--- src/hdl/mpr_pkg.sv ---
package mpr_pkg;

    // framing characters
    localparam logic [7:0] SOH = 8'h01;
    localparam logic [7:0] STX = 8'h02;
    localparam logic [7:0] ETX = 8'h03;
    localparam logic [7:0] EOT = 8'h04;

    // configuration register indexes
    localparam int unsigned CFG_IDX_W = 2;
    localparam logic [CFG_IDX_W-1:0] CFG_OWN_STATION       = 2'd0;
    localparam logic [CFG_IDX_W-1:0] CFG_BROADCAST_STATION = 2'd1;
    localparam logic [CFG_IDX_W-1:0] CFG_MAX_LENGTH        = 2'd2;

    // result kinds
    typedef enum logic [1:0] {
        KIND_HEADER  = 2'd0,
        KIND_PAYLOAD = 2'd1,
        KIND_GOOD    = 2'd2,
        KIND_BAD     = 2'd3
    } t_kind;

    // six-byte header window, entry 0 is the oldest byte
    typedef logic [7:0] t_win [6];

    // header check result
    typedef struct packed {
        logic       match;    // framing of a header seen
        logic       accept;   // header addressed to us and length allowed
        logic [7:0] sender;
        logic [7:0] command;
        logic [7:0] length;
        logic [7:0] sum;
    } t_hdr;

endpackage

--- src/hdl/mpr_hdr_check.sv ---
module mpr_hdr_check (
    input  mpr_pkg::t_win i_window,
    input  logic [7:0]    i_rx_byte,
    input  logic [7:0]    i_own_station,
    input  logic [7:0]    i_broadcast_station,
    input  logic [7:0]    i_max_length,
    output mpr_pkg::t_hdr o_hdr
);
    import mpr_pkg::*;

    logic [7:0] dest;
    logic       dest_ok;

    // i_window is the window before the shift; the new byte arrives on i_rx_byte
    assign dest = i_window[2];

    assign dest_ok = (dest == i_own_station) || (dest == i_broadcast_station);

    always_comb begin
        o_hdr.match   = (i_window[1] == SOH) && (i_rx_byte == STX)
                        && (i_window[2] != i_window[3]);
        o_hdr.accept  = o_hdr.match && dest_ok && (i_window[5] <= i_max_length);
        o_hdr.sender  = i_window[3];
        o_hdr.command = i_window[4];
        o_hdr.length  = i_window[5];
        o_hdr.sum     = i_window[2] + i_window[3] + i_window[4] + i_window[5];
    end

endmodule

--- src/hdl/multidrop_packet_receiver.sv ---
// channel  | direction | handshake            | word
// ---------+-----------+----------------------+------------------------------------
// rx       | in        | i_valid / o_ready    | i_rx_byte
// result   | out       | o_valid / i_ready    | o_kind, o_sender, o_command,
//          |           |                      | o_length, o_data_byte, o_last
// config   | in        | i_cfg_we             | i_cfg_index, i_cfg_data
//
// one rx word per cycle while o_ready is high; its result (if any) is on the output in the next cycle
// all parsing is combinational compare/shift/8-bit add logic between the input and the result register
// o_ready stays high while the result register is empty or being drained
// reset (synchronous, active low) clears window, phase, counters and stations; max length to 8'hFF
// a stalled result holds and blocks new words only while the register is full
module multidrop_packet_receiver (
    input  logic       i_clk,
    input  logic       i_rst_n,
    input  logic       i_cfg_we,
    input  logic [1:0] i_cfg_index,
    input  logic [7:0] i_cfg_data,
    input  logic       i_valid,
    output logic       o_ready,
    input  logic [7:0] i_rx_byte,
    output logic       o_valid,
    input  logic       i_ready,
    output logic [1:0] o_kind,
    output logic [7:0] o_sender,
    output logic [7:0] o_command,
    output logic [7:0] o_length,
    output logic [7:0] o_data_byte,
    output logic       o_last
);
    import mpr_pkg::*;

    typedef enum logic [2:0] {
        PH_HUNT     = 3'd0,
        PH_PAYLOAD  = 3'd1,
        PH_ETX      = 3'd2,
        PH_CHECKSUM = 3'd3,
        PH_EOT      = 3'd4
    } t_phase;

    // configuration
    logic [7:0] r_own_station;
    logic [7:0] r_broadcast_station;
    logic [7:0] r_max_length;

    // parser state
    t_win       r_window, n_window;
    t_phase     r_phase, n_phase;
    logic [7:0] r_count, n_count;
    logic [7:0] r_exp_len, n_exp_len;
    logic [7:0] r_run_sum, n_run_sum;
    logic [7:0] r_rcv_sum, n_rcv_sum;
    logic [7:0] r_sender, n_sender;
    logic [7:0] r_command, n_command;

    // result register
    logic       r_out_valid;
    t_kind      r_kind;
    logic [7:0] r_out_sender, r_out_command, r_out_length, r_out_data;

    logic       res_valid;
    t_kind      res_kind;
    logic [7:0] res_data;
    logic [7:0] count_inc;
    logic       in_acc;
    t_hdr       hdr;

    assign o_ready = !r_out_valid || i_ready;
    assign in_acc  = i_valid && o_ready;

    mpr_hdr_check u_hdr (
        .i_window            (r_window),
        .i_rx_byte           (i_rx_byte),
        .i_own_station       (r_own_station),
        .i_broadcast_station (r_broadcast_station),
        .i_max_length        (r_max_length),
        .o_hdr               (hdr)
    );

    assign count_inc = r_count + 8'd1;

    // next state and result for the incoming word
    always_comb begin
        n_window  = r_window;
        n_phase   = r_phase;
        n_count   = r_count;
        n_exp_len = r_exp_len;
        n_run_sum = r_run_sum;
        n_rcv_sum = r_rcv_sum;
        n_sender  = r_sender;
        n_command = r_command;
        res_valid = 1'b0;
        res_kind  = KIND_HEADER;
        res_data  = 8'd0;
        unique case (r_phase)
            PH_HUNT: begin
                for (int i = 0; i < 5; i++) begin
                    n_window[i] = r_window[i+1];
                end
                n_window[5] = i_rx_byte;
                if (hdr.accept) begin
                    n_sender  = hdr.sender;
                    n_command = hdr.command;
                    n_exp_len = hdr.length;
                    n_run_sum = hdr.sum;
                    n_count   = 8'd0;
                    n_phase   = (hdr.length == 8'd0) ? PH_ETX : PH_PAYLOAD;
                    res_valid = 1'b1;
                    res_kind  = KIND_HEADER;
                end else if (hdr.match) begin
                    n_count   = 8'd0;
                    n_exp_len = 8'd0;
                    n_run_sum = 8'd0;
                    n_rcv_sum = 8'd0;
                end
            end
            PH_PAYLOAD: begin
                n_run_sum = r_run_sum + i_rx_byte;
                n_count   = count_inc;
                if (count_inc >= r_exp_len) begin
                    n_phase = PH_ETX;
                end
                res_valid = 1'b1;
                res_kind  = KIND_PAYLOAD;
                res_data  = i_rx_byte;
            end
            PH_ETX: begin
                if (i_rx_byte == ETX) begin
                    n_phase = PH_CHECKSUM;
                end else begin
                    res_valid = 1'b1;
                    res_kind  = KIND_BAD;
                    n_phase   = PH_HUNT;
                    n_count   = 8'd0;
                    n_exp_len = 8'd0;
                    n_run_sum = 8'd0;
                    n_rcv_sum = 8'd0;
                end
            end
            PH_CHECKSUM: begin
                n_rcv_sum = i_rx_byte;
                n_phase   = PH_EOT;
            end
            PH_EOT: begin
                res_valid = 1'b1;
                res_kind  = ((i_rx_byte == EOT) && (r_rcv_sum == r_run_sum))
                            ? KIND_GOOD : KIND_BAD;
                n_phase   = PH_HUNT;
                n_count   = 8'd0;
                n_exp_len = 8'd0;
                n_run_sum = 8'd0;
                n_rcv_sum = 8'd0;
            end
            default: begin
                n_phase   = PH_HUNT;
                n_count   = 8'd0;
                n_exp_len = 8'd0;
                n_run_sum = 8'd0;
                n_rcv_sum = 8'd0;
            end
        endcase
    end

    // configuration writes
    always_ff @(posedge i_clk) begin
        if (!i_rst_n) begin
            r_own_station       <= 8'd0;
            r_broadcast_station <= 8'd0;
            r_max_length        <= 8'hFF;
        end else if (i_cfg_we) begin
            unique case (i_cfg_index)
                CFG_OWN_STATION:       r_own_station       <= i_cfg_data;
                CFG_BROADCAST_STATION: r_broadcast_station <= i_cfg_data;
                CFG_MAX_LENGTH:        r_max_length        <= i_cfg_data;
                default: ;
            endcase
        end
    end

    // parser state
    always_ff @(posedge i_clk) begin
        if (!i_rst_n) begin
            for (int i = 0; i < 6; i++) begin
                r_window[i] <= 8'd0;
            end
            r_phase   <= PH_HUNT;
            r_count   <= 8'd0;
            r_exp_len <= 8'd0;
            r_run_sum <= 8'd0;
            r_rcv_sum <= 8'd0;
            r_sender  <= 8'd0;
            r_command <= 8'd0;
        end else if (in_acc) begin
            r_window  <= n_window;
            r_phase   <= n_phase;
            r_count   <= n_count;
            r_exp_len <= n_exp_len;
            r_run_sum <= n_run_sum;
            r_rcv_sum <= n_rcv_sum;
            r_sender  <= n_sender;
            r_command <= n_command;
        end
    end

    // result valid flag
    always_ff @(posedge i_clk) begin
        if (!i_rst_n) begin
            r_out_valid <= 1'b0;
        end else if (in_acc) begin
            r_out_valid <= res_valid;
        end else if (i_ready) begin
            r_out_valid <= 1'b0;
        end
    end

    // result payload: sender and command as they stand after the word is taken, length from the header
    always_ff @(posedge i_clk) begin
        if (in_acc && res_valid) begin
            r_kind        <= res_kind;
            r_out_sender  <= n_sender;
            r_out_command <= n_command;
            r_out_length  <= (res_kind == KIND_HEADER) ? n_exp_len : r_exp_len;
            r_out_data    <= res_data;
        end
    end

    assign o_valid     = r_out_valid;
    assign o_kind      = r_kind;
    assign o_sender    = r_out_sender;
    assign o_command   = r_out_command;
    assign o_length    = r_out_length;
    assign o_data_byte = r_out_data;
    assign o_last      = (r_kind == KIND_GOOD) || (r_kind == KIND_BAD);

endmodule

--- config.mk ---
export PLATFORM = sky130hd
export DESIGN_NAME = multidrop_packet_receiver
export DESIGN_NICKNAME = d
export VERILOG_FILES = /design/src/hdl/mpr_pkg.sv /design/src/hdl/mpr_hdr_check.sv /design/src/hdl/multidrop_packet_receiver.sv
export SDC_FILE = /design/constraint.sdc
export NUM_CORES = 1
export LEC_CHECK = 0
export BUFFER_PORTS_ARGS = -buffer_cell sky130_fd_sc_hd__buf_4
export CAP_MARGIN = 20
export CORE_MARGIN = 4
export CORE_UTILIZATION = 50
export CTS_CLUSTER_SIZE = 30
export DETAILED_ROUTE_END_ITERATION = 6
export PLACE_DENSITY = 0.68
export SYNTH_ARGS = -nofsm -noshare
export SYNTH_HDL_FRONTEND = slang
export SYNTH_SLANG_ARGS = --single-unit
--- constraint.sdc ---
create_clock -name i_clk -period 5.51 [get_ports i_clk]
set_clock_uncertainty 0.05 [all_clocks]
set_input_delay 1.102 -clock i_clk [delete_from_list [all_inputs] [get_ports i_clk]]
set_output_delay 1.102 -clock i_clk [all_outputs]
set_load 0.02 [all_outputs]
==> impl_results.md <==
* GRT Util Overall at 21.64%
* Routing usage on met1 at 28.20%
* Post-Place Cells at 1,024
* Leakage power at 0.003730 µW
* # port buffers at 59
* Cells after Synth at 819
* Global-route wire length before repair at 30.42 mm
* Total of max-cap violations at 0
* Synth top area share at 29.98%
* Largest net degree at the start of global routing at 100
* Setup Buffers After CTS at 0
* Count of different cell masters after synthesis at 62
* Reg2reg start: r_window[24]
* Vias per cell at 5.508
* Die Footprint at 0.01755 mm²
* Cell area after synthesis at 0.007745 mm²
* Std-Cell Rows at 45
* Reg2reg path depth at 7
* Die X at 132.5 µm
* Gr ovfl total at 0
* Gpl congestion at 0.8789
* Critical Path RT at 5.55 ns
* RSZ-0062 raised after global routing: false
* Chip height at 132.5 µm
* P_int at 1906 µW
* Switching Fraction at 25.34%
* Run status: complete, no violations
* HPWL after DPL at 13.13 mm
* WL per Instance at 17.54 µm
* Most used cell, CP: buf_4
* Synth area leaders: dfxtp_1, edfxtp_1, nand2_1, ha_1, mux2i_1
* Max frequency at 252.7 MHz
* Initial core utilization at 50.95%
* WS Path Type: in2reg
* Maximum vdd drop at 0.0002266 V
* Synth top cells by count: nand2_1, dfxtp_1, inv_1, a21boi_0
* Period utilisation layout at 71.83%
* Setup TNS at 0 ns
* Most frequent cell after synthesis: nand2_1
* Hold buffers post-CTS at 0
* CTS max path bufs at 2
* Hold WS at 0.4014 ns
* Critical path startpoint: i_rx_byte[3]
* Initial DRC Count at 481
* Area post-placement at 0.008277 mm²
* Sequential Power Share at 45.7%
* Comb power frac at 8.4%
* Final Max Slew Viols at 0
* Clock power share at 45.9%
* Max-slew headroom at 31.57%
* Fin cells at 1,056
* Actual slew at the worst max-slew pin at 1.027 ns
* Core area at 0.01520 mm²
* NumNets Final at 924
* CTS Buf Count at 17
* Initial antenna violation count at 0
* Most used DFF post-synth: dfxtp_1
* Clock slew seen by the registers of the worst setup and hold paths at 0.06 ns
* Avg Cell Area, Syn at 9.457 µm²
* Crit-path cells: buf_4 -> or4_1 -> or3_4 -> a211oi_4 -> and2_4 -> nand2_1 -> a21oi_4 -> buf_4
* #FFs+latches synth at 150
* R2r endpoint: o_sender[5]
* Critical Path Source Type: input pin
* Final min period at 3.958 ns
* M2 GR Usage at 35.56%
* Critical path arrival at 3.99 ns
* Vias in the first global route at 5,868
* Drc violations at 0
* Final wirelength at 18.52 mm
* CP Max Fanout at 24
* Pwr Density at 287.8 mW/mm²
* Crit end category: register
* Clk_lat worst skew at 0.43 ns
* Synth Net Count at 888
* Capture point of the worst path: o_sender[5]
* Number of synthesis warnings at 0
* Yosys top cell by area: dfxtp_1
* Drt pass-1 iters at 6
* Psw at 646.9 µW
* Gr busiest metal: met2
* Worst path slowest cell: or4_1
* Final Hold Fails at 0
* I/O pin count at 60
* Post-route ant nets at 0
* Crit path largest cell delay at 0.58 ns
* Endpoints failing setup at 0
* Post-synth EDFFs at 34
* Diode count at 0
* Clk sinks at 150
* Sequential cell area fraction in the yosys report at 43.17%
* Worst R2R Setup Slack at 1.86 ns
* Routed vias at 5,816
* Finished layout cell area at 0.008871 mm²
* CTS tree: yes
* Layout cells sized above 1 at 12.21%
* Async SR Flop Fraction at 0%
* Post-cts sizing count at 0
* M3 GR Usage at 4.981%
* Min-delay worst type: reg2reg
* H-tree levels at 4
* Area Overhead vs Synth at 14.54%
* Root buffer cell: clkbuf_16
## power groups by stage
| stage | combinational, µW | clock (µW) | sequential [µW] |
|---|---|---|---|
| finish | 215 | 1170 | 1170 |
| global route | 239 | 1240 | 1170 |
| CTS | 215 | 1190 | 1170 |
| detailed placement | 214 | 0 | 1190 |
| global placement | 208 | 0 | 1190 |
| floorplan | 140 | 0 | 1190 |
## metrics by stage
stage               power (µW)  util (%)  setup WS (ns)
finish                    2553     58.35          1.552
global placement          1398     54.44          1.254
global route              2649     58.35          1.423
CTS                       2574     58.35          1.567
detailed placement        1404     54.44          1.121
floorplan                 1328         -         0.5308
## how the worst min path moves through the flow
stage                       from  slack, ns           end  depth (start not counted)
detailed placement  r_command[0]       0.40  r_command[0]                          2
floorplan           r_command[0]       0.38  r_command[0]                          2
global placement    r_command[0]       0.39  r_command[0]                          2
global route          r_count[7]       0.45    r_count[7]                          2
finish              r_command[0]       0.40  r_command[0]                          2
CTS                 r_command[0]       0.41  r_command[0]                          2
## layout by cell type, fill, tap and decap left out, drive strengths merged, types with 4 or more instances in the layout
master | synthesis | layout
buf | 9 | 63
a21oi | 18 | 18
a21o | 5 | 5
edfxtp | 34 | 34
ha | 31 | 31
fa | 15 | 15
inv | 62 | 69
o21ai | 35 | 35
xor2 | 31 | 31
nor2 | 22 | 22
dfxtp | 116 | 116
o21bai | 4 | 4
a22o | 10 | 10
and3 | 8 | 8
and2 | 7 | 7
mux2 | 16 | 16
nand2 | 136 | 136
nand4 | 7 | 7
nand3 | 13 | 13
o211ai | 11 | 11
nor3 | 8 | 8
nor3b | 4 | 4
nor4 | 12 | 12
xnor2 | 22 | 22
clkbuf | 37 | 17
clkinv | 0 | 5
nand2b | 4 | 4
mux2i | 31 | 31
a211oi | 4 | 4
nor2b | 37 | 37
a21boi | 44 | 44
a22oi | 4 | 4
## logic make-up (layout without fill, tap and decap cells)
group	count (synthesis)	after routing	synth area share, %
compound gates	149	149	13.46
flops	150	150	43.17
fa+ha+maj	46	46	8.885
mux	47	47	6.333
xor+xnor	53	53	5.993
buf+inv	108	157	5.460
simple gates	266	266	16.70
## state kept, by name, summed over array words and instances (netlist names), 2 cells and up
| register | flops |
|---|---|
| o_sender | 8 |
| r_sender | 8 |
| r_command | 8 |
| o_kind | 2 |
| r_exp_len | 8 |
| o_command | 8 |
| r_window | 40 |
| r_own_station | 8 |
| r_max_length | 8 |
| r_count | 8 |
| r_run_sum | 8 |
| o_data_byte | 8 |
| r_rcv_sum | 8 |
| r_broadcast_station | 8 |
| r_phase | 3 |
| o_length | 8 |
## layout make-up
cell class | instances | area [µm²]
flip-flops and latches | 150 | 3343
clock inverters | 15 | 168.9
well taps | 188 | 235.2
multi-input cells | 561 | 3993
inverters | 62 | 232.7
repair buffers | 63 | 473.0
fillers | 1313 | 6331
clock buffers | 17 | 425.4
## layer usage
metal / routed length (µm) / vias to the layer above / share of wire, %
met2: 8931 / 149 / 48
li1: - / 2848 / -
met3: 843 / 28 / 4.6
met4: 473 / 0 / 2.6
met1: 8268 / 2791 / 45
met5: 0 / - / 0
## worst max-delay path, delay by kind of cell
kind,cells,cell delay (ns)
buf+inv,2,0.59
compound gates,2,0.80
simple gates,4,1.48
(Power assumes the default switching activity.)
